## config.mk

```make
export PLATFORM = sky130hd
export DESIGN_NAME = hex_record_stream_decoder
export DESIGN_NICKNAME = d
export VERILOG_FILES = /design/src/rtl/core/hrd_pkg.sv /design/src/rtl/core/hrd_parser.sv /design/src/rtl/core/hrd_out_stage.sv /design/src/rtl/core/hex_record_stream_decoder.sv
export SDC_FILE = /design/constraint.sdc
export NUM_CORES = 1
export LEC_CHECK = 0
export BUFFER_PORTS_ARGS = -buffer_cell sky130_fd_sc_hd__buf_2
export CORE_MARGIN = 10
export CORE_UTILIZATION = 63
export CTS_CLUSTER_DIAMETER = 50
export CTS_CLUSTER_SIZE = 24
export DETAILED_ROUTE_END_ITERATION = 8
export PLACE_DENSITY = 0.85
export SYNTH_ARGS = -nofsm -noshare
export SYNTH_HDL_FRONTEND = slang
export SYNTH_SLANG_ARGS = --single-unit
```

## constraint.sdc

```tcl
create_clock -name clk -period 15.86 [get_ports clk]
set_input_delay 3.172 -clock clk [delete_from_list [all_inputs] [get_ports clk]]
set_output_delay 3.172 -clock clk [all_outputs]
set_load 0.01 [all_outputs]
```

## src/rtl/core/hrd_pkg.sv

```systemverilog
// Package for the hex record stream decoder: parser phase encoding,
// result record type, character decode functions and record size constant.
// No dependencies.
package hrd_pkg;

  // Number of data pairs carried by one data record.
  localparam int DATA_BYTES_PER_RECORD = 16;

  localparam logic [7:0] CHAR_COLON = 8'h3A;
  localparam logic [7:0] CHAR_ZERO  = 8'h30;
  localparam logic [7:0] CHAR_ONE   = 8'h31;
  localparam logic [7:0] CHAR_NINE  = 8'h39;
  localparam logic [7:0] CHAR_UC_A  = 8'h41;
  localparam logic [7:0] CHAR_UC_F  = 8'h46;

  typedef enum logic [3:0] {
    PH_HUNT  = 4'd0,
    PH_TYPE1 = 4'd1,
    PH_TYPE2 = 4'd2,
    PH_DADDR = 4'd3,
    PH_DMISC = 4'd4,
    PH_DHIGH = 4'd5,
    PH_DLOW  = 4'd6,
    PH_DCKS  = 4'd7,
    PH_EADDR = 4'd8,
    PH_ECNT1 = 4'd9,
    PH_ECNT2 = 4'd10,
    PH_ESKIP = 4'd11
  } phase_t;

  typedef struct packed {
    logic [7:0]  data_byte;
    logic [3:0]  byte_offset;
    logic [15:0] record_address;
    logic        last_of_record;
    logic        finished;
  } res_t;

  typedef struct packed {
    logic emit;     // result produced by the current character
    logic stopped;  // end record done, parser frozen until reset
  } par_status_t;

  // Hex digit value; anything outside 0-9 / A-F decodes as zero.
  function automatic logic [3:0] hex_value(input logic [7:0] c);
    logic [7:0] diff;
    diff = 8'd0;
    if (c >= CHAR_ZERO && c <= CHAR_NINE) begin
      diff = c - CHAR_ZERO;
    end else if (c >= CHAR_UC_A && c <= CHAR_UC_F) begin
      diff = c - CHAR_UC_A + 8'd10;
    end
    return diff[3:0];
  endfunction

  // Decimal digit value; non-digits count as zero.
  function automatic logic [3:0] dec_value(input logic [7:0] c);
    logic [7:0] diff;
    diff = 8'd0;
    if (c >= CHAR_ZERO && c <= CHAR_NINE) begin
      diff = c - CHAR_ZERO;
    end
    return diff[3:0];
  endfunction

endpackage

```

## src/rtl/core/hrd_parser.sv

```systemverilog
// Record parser state machine: consumes one registered character per step
// and forms at most one result. Depends on hrd_pkg.
module hrd_parser
  import hrd_pkg::*;
(
  input  logic        clk,
  input  logic        rst_n,
  input  logic        step,
  input  logic [7:0]  rx_char,
  output par_status_t status,
  output res_t        res
);

  localparam logic [5:0] LAST_CMP = 6'(DATA_BYTES_PER_RECORD);

  phase_t      phase_r, phase_nxt;
  logic [4:0]  char_counter_r, char_counter_nxt;
  logic [7:0]  first_type_char_r, first_type_char_nxt;
  logic [3:0]  high_nibble_r, high_nibble_nxt;
  logic [15:0] address_accum_r, address_accum_nxt;
  logic [6:0]  skip_count_r, skip_count_nxt;
  logic        stopped_r, stopped_nxt;

  logic [3:0]  hex_v;
  logic [3:0]  dec_v;
  logic [4:0]  cnt_inc;
  logic [5:0]  cnt_sum;
  logic [6:0]  count;
  logic [6:0]  skip_dec;
  logic        emit;

  always_ff @(posedge clk) begin
    if (!rst_n) begin
      phase_r           <= PH_HUNT;
      char_counter_r    <= '0;
      first_type_char_r <= '0;
      high_nibble_r     <= '0;
      address_accum_r   <= '0;
      skip_count_r      <= '0;
      stopped_r         <= 1'b0;
    end else if (step) begin
      phase_r           <= phase_nxt;
      char_counter_r    <= char_counter_nxt;
      first_type_char_r <= first_type_char_nxt;
      high_nibble_r     <= high_nibble_nxt;
      address_accum_r   <= address_accum_nxt;
      skip_count_r      <= skip_count_nxt;
      stopped_r         <= stopped_nxt;
    end
  end

  always_comb begin
    hex_v    = hex_value(rx_char);
    dec_v    = dec_value(rx_char);
    cnt_inc  = char_counter_r + 5'd1;
    cnt_sum  = {1'b0, char_counter_r} + 6'd1;
    // count = 10 * first digit + second digit, at most 99
    count    = {high_nibble_r, 3'b000} + {2'b00, high_nibble_r, 1'b0} + {3'b000, dec_v};
    skip_dec = skip_count_r - 7'd1;

    phase_nxt           = phase_r;
    char_counter_nxt    = char_counter_r;
    first_type_char_nxt = first_type_char_r;
    high_nibble_nxt     = high_nibble_r;
    address_accum_nxt   = address_accum_r;
    skip_count_nxt      = skip_count_r;
    stopped_nxt         = stopped_r;
    emit                = 1'b0;

    res.data_byte      = 8'd0;
    res.byte_offset    = 4'd0;
    res.record_address = address_accum_r;
    res.last_of_record = 1'b0;
    res.finished       = 1'b0;

    if (!stopped_r) begin
      unique case (phase_r)
        PH_TYPE1: begin
          first_type_char_nxt = rx_char;
          phase_nxt           = PH_TYPE2;
        end
        PH_TYPE2: begin
          char_counter_nxt  = '0;
          address_accum_nxt = '0;
          if (rx_char == CHAR_ZERO && first_type_char_r == CHAR_ONE) begin
            phase_nxt = PH_DADDR;
          end else if (rx_char == CHAR_ZERO && first_type_char_r == CHAR_ZERO) begin
            phase_nxt = PH_EADDR;
          end else begin
            phase_nxt = PH_HUNT;
          end
        end
        PH_DADDR, PH_EADDR: begin
          address_accum_nxt = {address_accum_r[11:0], hex_v};
          char_counter_nxt  = cnt_inc;
          if (cnt_inc >= 5'd4) begin
            char_counter_nxt = '0;
            phase_nxt        = (phase_r == PH_DADDR) ? PH_DMISC : PH_ECNT1;
          end
        end
        PH_DMISC, PH_DCKS: begin
          char_counter_nxt = cnt_inc;
          if (cnt_inc >= 5'd2) begin
            char_counter_nxt = '0;
            phase_nxt        = (phase_r == PH_DMISC) ? PH_DHIGH : PH_HUNT;
          end
        end
        PH_DHIGH: begin
          high_nibble_nxt = hex_v;
          phase_nxt       = PH_DLOW;
        end
        PH_DLOW: begin
          emit            = 1'b1;
          res.data_byte   = {high_nibble_r, hex_v};
          res.byte_offset = char_counter_r[3:0];
          if (cnt_sum >= LAST_CMP) begin
            res.last_of_record = 1'b1;
            char_counter_nxt   = '0;
            phase_nxt          = PH_DCKS;
          end else begin
            char_counter_nxt = cnt_inc;
            phase_nxt        = PH_DHIGH;
          end
        end
        PH_ECNT1: begin
          high_nibble_nxt = dec_v;
          phase_nxt       = PH_ECNT2;
        end
        PH_ECNT2: begin
          skip_count_nxt   = count;
          char_counter_nxt = '0;
          if (count == 7'd0) begin
            emit         = 1'b1;
            res.finished = 1'b1;
            stopped_nxt  = 1'b1;
            phase_nxt    = PH_HUNT;
          end else begin
            phase_nxt = PH_ESKIP;
          end
        end
        PH_ESKIP: begin
          if (char_counter_r == 5'd0) begin
            char_counter_nxt = 5'd1;
          end else begin
            char_counter_nxt = '0;
            skip_count_nxt   = skip_dec;
            if (skip_dec == 7'd0) begin
              emit         = 1'b1;
              res.finished = 1'b1;
              stopped_nxt  = 1'b1;
              phase_nxt    = PH_HUNT;
            end
          end
        end
        default: begin
          phase_nxt = (rx_char == CHAR_COLON) ? PH_TYPE1 : PH_HUNT;
        end
      endcase
    end
  end

  assign status.emit    = emit;
  assign status.stopped = stopped_r;

endmodule

```

## src/rtl/core/hrd_out_stage.sv

```systemverilog
// Result register with valid/ready handshake toward the receiver.
// Depends on hrd_pkg.
module hrd_out_stage
  import hrd_pkg::*;
(
  input  logic        clk,
  input  logic        rst_n,
  input  logic        load,
  input  res_t        res,
  input  logic        out_ready,
  output logic        free,
  output logic        out_valid,
  output res_t        out_res
);

  logic out_valid_r;
  res_t res_r;

  // Slot is free when empty or being drained this cycle.
  assign free = !out_valid_r || out_ready;

  always_ff @(posedge clk) begin
    if (!rst_n) begin
      out_valid_r <= 1'b0;
    end else if (load) begin
      out_valid_r <= 1'b1;
    end else if (out_ready) begin
      out_valid_r <= 1'b0;
    end
  end

  always_ff @(posedge clk) begin
    if (load) begin
      res_r <= res;
    end
  end

  assign out_valid = out_valid_r;
  assign out_res   = res_r;

endmodule

```

## src/rtl/core/hex_record_stream_decoder.sv

```systemverilog
// Top level of the hex record stream decoder: input character register,
// record parser and result register. Depends on hrd_pkg, hrd_parser and
// hrd_out_stage.
//
// Usage:
//   Input channel (in_valid / in_ready / in_rx_char) takes one received
//   ASCII character per request. Result channel (out_valid / out_ready and
//   the out_ fields) carries one decoded data byte per hex pair of a data
//   record, or one finish request when an end record completes.
//   A taken character waits in the input register and updates the parser
//   when it advances; its result, if any, is shown on the out_ ports.
//   Throughput: one character per cycle while the result register is free,
//   with the parser update between the input register and the result register.
//   Reset (rst_n low, synchronous) empties both registers and puts the
//   parser back to hunting for a colon, clearing the stopped flag.
//   When the receiver stalls with a result held, the character already in
//   the input register waits; in_ready drops only when that register is
//   full and cannot advance. Characters that yield no result still pass
//   through at full rate while the result register is free.
//   After the finish request the parser ignores every character until
//   reset, but keeps taking them.
module hex_record_stream_decoder
  import hrd_pkg::*;
(
  input  logic        clk,
  input  logic        rst_n,
  input  logic        in_valid,
  output logic        in_ready,
  input  logic [7:0]  in_rx_char,
  output logic        out_valid,
  input  logic        out_ready,
  output logic [7:0]  out_data_byte,
  output logic [3:0]  out_byte_offset,
  output logic [15:0] out_record_address,
  output logic        out_last_of_record,
  output logic        out_finished
);

  logic        in_valid_r;
  logic [7:0]  rx_char_r;
  logic        advance;
  logic        out_free;
  par_status_t par_status;
  res_t        par_res;
  res_t        out_res;

  // Advance the held character whenever the result slot can take its result.
  assign advance  = in_valid_r && out_free;
  assign in_ready = !in_valid_r || advance;

  always_ff @(posedge clk) begin
    if (!rst_n) begin
      in_valid_r <= 1'b0;
    end else if (in_valid && in_ready) begin
      in_valid_r <= 1'b1;
    end else if (advance) begin
      in_valid_r <= 1'b0;
    end
  end

  // Hold the character; payload needs no reset.
  always_ff @(posedge clk) begin
    if (in_valid && in_ready) begin
      rx_char_r <= in_rx_char;
    end
  end

  hrd_parser u_parser (
    .clk     (clk),
    .rst_n   (rst_n),
    .step    (advance),
    .rx_char (rx_char_r),
    .status  (par_status),
    .res     (par_res)
  );

  hrd_out_stage u_out (
    .clk       (clk),
    .rst_n     (rst_n),
    .load      (advance && par_status.emit),
    .res       (par_res),
    .out_ready (out_ready),
    .free      (out_free),
    .out_valid (out_valid),
    .out_res   (out_res)
  );

  assign out_data_byte      = out_res.data_byte;
  assign out_byte_offset    = out_res.byte_offset;
  assign out_record_address = out_res.record_address;
  assign out_last_of_record = out_res.last_of_record;
  assign out_finished       = out_res.finished;

`ifndef ASSERT_OFF
  // A frozen parser never produces another result.
  a_no_emit_when_stopped: assert property (@(posedge clk) disable iff (!rst_n)
    par_status.stopped |-> !par_status.emit)
    else $error("result produced after end record");

  // A shown finish request means the parser has stopped.
  a_finish_implies_stopped: assert property (@(posedge clk) disable iff (!rst_n)
    (out_valid && out_finished) |-> par_status.stopped)
    else $error("finish shown while parser still running");

  // The last byte of a data record carries the final offset.
  a_last_offset: assert property (@(posedge clk) disable iff (!rst_n)
    (out_valid && out_last_of_record) |->
      (out_byte_offset == 4'(DATA_BYTES_PER_RECORD - 1) && !out_finished))
    else $error("last byte flagged at wrong offset");
`endif

endmodule
```

# Word level (Yosys, flattened, before mapping)
# Cells that the tools add are included.
# op_classes
addsub	8
n_lt_le_gt_ge	7
n_eq_ne	19
muxes	36
n_bitwise	2
reduce_logical	30
# ops
op	n
$mux 4	11
$pmux 4 s9	1
$eq 8x6->1 const B	4
$pmux 16 s2	1
$pmux 5 s5	1
$eq 4x3->1 const B	4
$eq 4x4->1 const B	4
$mux 5	3
$logic_not 7->1	2
$pmux 7 s2	1
$mux 1	12
$reduce_and 3->1	4
$reduce_bool 2->1	5
$eq 4x2->1 const B	2
$ge 8x6->1 const B	1
$ge 8x7->1 const B	1
$le 8x6->1 const B	1
$le 8x7->1 const B	1
$pmux 4 s2	1
$reduce_or 2->1	4
$sub 4x1->4 const B	2
$add 7x4->7	1
$add 7x5->7	1
$logic_and 1x1->1	7
22 further kinds	27
# word_totals
reg_bits	85
in_bits	12
output_inout_bits	32
word_cells	117

# Logic depth before layout (Yosys ltp)
# depth
word_depth	10
ltp_mapped	15

# By module
# From an unflattened synthesis, not the netlist that was laid out.
# hier_totals
hier_cells	408
hier_area_um2	4117.7
# by_module_without_submodules
module	n_inst	cells_each	area_per_inst_um2	seq_area_each_um2
hrd_parser	1	359	2855.2	900.9
hrd_out_stage	1	34	949.7	920.9
hex_record_stream_decoder	1	15	312.8	260.2

# Least setup slack after synthesis
# Ideal clock, no wire load.
# synth_timing
path_kind	input port to output port
startpoint	in out_ready
endpoint	out in_ready
t_arrival_ns	3.408
required_time_ns	12.688
setup_slack_ns	9.280
path_stages	2
path_cell_list	nor2b_4 -> nand2_1
# synth_between
elab_chain_cells	3
# synth_rtl
element	line_no	rtl
start: declaration	hex_record_stream_decoder.sv:31	input logic out_ready,
$logic_or 1x1->1	hrd_out_stage.sv:20	assign free = !out_valid_r || out_ready;
$logic_and 1x1->1	hex_record_stream_decoder.sv:48	assign advance = in_valid_r && out_free;
$logic_or 1x1->1	hex_record_stream_decoder.sv:49	assign in_ready = !in_valid_r || advance;
end: declaration	hex_record_stream_decoder.sv:28	output logic in_ready,
# No other way between the ends.

# Worst setup path after layout
# Ends and elaborated chain as after synthesis.

==> key figures <==
Global routing
  • Met3 usage in global routing: 0.0549
  • Largest net degree at the start of global routing: 52
  • Global Route met1 Usage: 0.225
  • Global-route wire length before repair: 14600 microns
  • Met2 Use GR: 0.273
  • Vias in the first global route: 3012
  • GR peak layer: met2
  • Gr usage total: 0.175
  • Initial antenna violation count: 0
  • Total grt overflow: 0

Floorplan
  • Core Area: 0.00631 sq mm
  • Die W: 101 microns
  • Die height: 101 microns
  • Initial Utilization: 0.648
  • Die Area: 0.0101 sq mm
  • Num rows: 29
  • IO Count: 44

Clock network
  • Worst-Skew Late Latency: 0.36 ns
  • CTS Sinks: 85
  • Clk buf depth: 2
  • Clock root buffer: clkbuf_8
  • Hold Buf Count CTS: 0
  • Num CTS Buffers: 9
  • PostCTS Resize Cnt: 0
  • CTS tree: yes
  • Setup repair bufs after CTS: 0
  • CTS HTree Levels: 3
  • Clk pin slew, worst setup/hold paths: 0.09 ns

Timing
  • Slew headroom: 0.189
  • Period utilization: 0.432
  • RSZ-0062 raised after global routing: no
  • Fin. max-slew vios: 0
  • Setup_tns: 0 ns
  • # setup viols final: 0
  • Final Skew: 0.00612 ns
  • Final min period: 6.85 ns
  • Worst-margin pin slew: 1.21 ns
  • Fmax: 146 MHz
  • Final Hold Viols: 0

Final layout
  • Final core occ: 0.725
  • Share of cells above drive strength 1: 0.170
  • Area Growth Syn to Fin: 11.9%
  • Ant diodes: 0
  • Layout fillers: 444
  • Final instance area: 0.00458 sq mm
  • Nets: 467

Logic synthesis
  • Register area share after synthesis: 0.509
  • Post-synth top area share: 0.279
  • Fraction of registers with async set/reset: 0
  • Post-synth top flop: dfxtp_1
  • Synth top area cells: edfxtp_1 (28%), dfxtp_1 (23%), ha_1 (5.2%)
  • Leading area contributor after synthesis: edfxtp_1
  • Flops & latches, synth: 85
  • Most frequent cells after synthesis: dfxtp_1 (47), edfxtp_1 (38), nor2_1 (33)
  • Synthesis Warnings: 0
  • Avg Inst Size Synth: 10.3 sq um
  • Yosys cell types: 59
  • Mapped Nets: 430
  • Syn Inst Count: 399
  • Most frequent cell after synthesis: dfxtp_1
  • Mapped Area: 0.00409 sq mm
  • Number of enable flip-flop cells after synthesis: 38

Pwr
  • Leakage power: 1.76 nW
  • PwrDens: 92.7 mW/mm^2
  • Worst vdd ir: 69.3 uV

Hold path
  • Hold/Removal Path Class: flip-flop to flip-flop

Routing
  • Vias per cell: 6.08
  • Wire length per cell: 17.2 microns
  • DRT Pass-1 Iters: 5
  • 1st-iter DRT viols: 338
  • Via count: 3148
  • Routed Antenna Nets: 0
  • Routed WL: 8920 microns
  • DRC violations left: 0

Worst setup path
  • Buf/Inv on CP: 2
  • Worst setup path category: input port to primary output
  • Crit start category: input port
  • Delay-heaviest family, CP: buffers and inverters
  • Worst Setup End Kind: primary output
  • Crit path max fanout: 6
  • CP arrival: 3.68 ns
  • CP most frequent cell: buf_2
  • CP Data Required Time: 12.69 ns
  • Critical Path Max Stage Delay: 0.16 ns
  • Slowest-stage cell, CP: nor2b_4
  • CP Cell Sequence: buf_2 > nor2b_4 > nand2_1 > buf_2
  • Register-to-register setup slack: 10.96 ns

Placed design
  • GPL Wtd Cong: 0.922
  • Dpl cell area: 0.00435 sq mm
  • Post-DP HPWL: 6140 microns
  • Port buffer count: 43

Status
  • Outcome: completed

Run
  • Max cap viols: 0
==> logic make-up (layout without fill, tap and decap cells) <==
family / count (synthesis) / in the layout / share of synthesized area
DFF: 85 / 85 / 0.509
adders and majority gates: 19 / 19 / 0.0617
and+or+nand+nor: 147 / 147 / 0.200
muxes: 7 / 7 / 0.0171
buffers and inverters: 34 / 76 / 0.0355
xor gates and xnor gates: 4 / 4 / 0.00856
AOI/OAI and AO/OA: 103 / 103 / 0.168
==> flip-flops by register name, indices dropped and copies added (netlist names) <==
name / flops
u_parser.phase_r: 4
u_out.out_res: 30
in_valid_r: 1
rx_char_r: 8
u_parser.skip_count_r: 7
u_parser.high_nibble_r: 4
u_parser.char_counter_r: 5
u_parser.address_accum_r: 16
u_out.out_valid: 1
u_parser.stopped_r: 1
u_parser.first_type_char_r: 8
==> through the flow <==
| stage | cells | hold slack (ns) | power [mW] | worst slack, ns |
|---|---|---|---|---|
| floorplan | 399 | 0.409 | 0.248 | 9.28 |
| global placement | 502 | 0.416 | 0.252 | 9.04 |
| detailed placement | 502 | 0.422 | 0.253 | 8.99 |
| CTS | 518 | 0.445 | 0.424 | 9.00 |
| global route | 518 | 0.457 | 0.435 | 8.94 |
| finish | 518 | 0.451 | 0.424 | 9.01 |
==> final timing paths <==
check,startpoint,end,cells after the start
max,out_ready,in_ready,4
min reg2reg,u_parser.address_accum_r[12]$_SDFFE_PN0P_,u_out.out_res[14]$_DFFE_PP_,0
min,u_parser.address_accum_r[12]$_SDFFE_PN0P_,u_out.out_res[14]$_DFFE_PP_,0
max reg2reg,rx_char_r[0]$_DFFE_PP_,u_out.out_res[25]$_SDFFCE_PP0P_,13
==> report_power, final <==
| group | switching [mW] | internal, mW | leakage [nW] | total, mW |
|---|---|---|---|---|
| Clock | 0.0854 | 0.0908 | 0.109 | 0.176 |
| Sequential | 0.00341 | 0.229 | 0.730 | 0.233 |
| Combinational | 0.00888 | 0.00642 | 0.923 | 0.0153 |
==> cell type report <==
class	instances	area (sq um)	area share
clock inverter	7	109	0.0238
sequential	85	2080	0.455
timing repair buffer	45	230	0.0503
inverter	15	56.3	0.0123
tap	77	96.3	0.0210
clock buffer	9	124	0.0270
multi-input combinational	280	1880	0.411
==> placed cells by master (no fill, tap or decap), types with 3 or more instances in the layout <==
cell type	count
and2_1	12
clkbuf_8	9
a31oi_1	4
nor3_1	6
mux2i_1	7
a21oi_1	24
xor2_1	3
a21boi_0	6
dfxtp_1	47
nor4_1	4
o221a_2	3
inv_1	15
or4_1	3
nand2b_1	5
edfxtp_1	38
nand3_1	8
and3_1	4
or2_2	3
nand4_1	5
nor2_1	33
ha_1	17
a21o_1	3
nor4b_1	3
buf_2	43
a22oi_1	14
o21ai_0	20
nand2_1	18
nor2b_1	30
o21a_1	4
o211ai_1	3
nor3b_1	3
==> metal layers <==
metal,share of wire,vias up
met4,0.012,0
met5,0,-
li1,-,1526
met1,0.44,1484
met3,0.085,11
met2,0.46,127
Power figures use the tool's default switching activity.
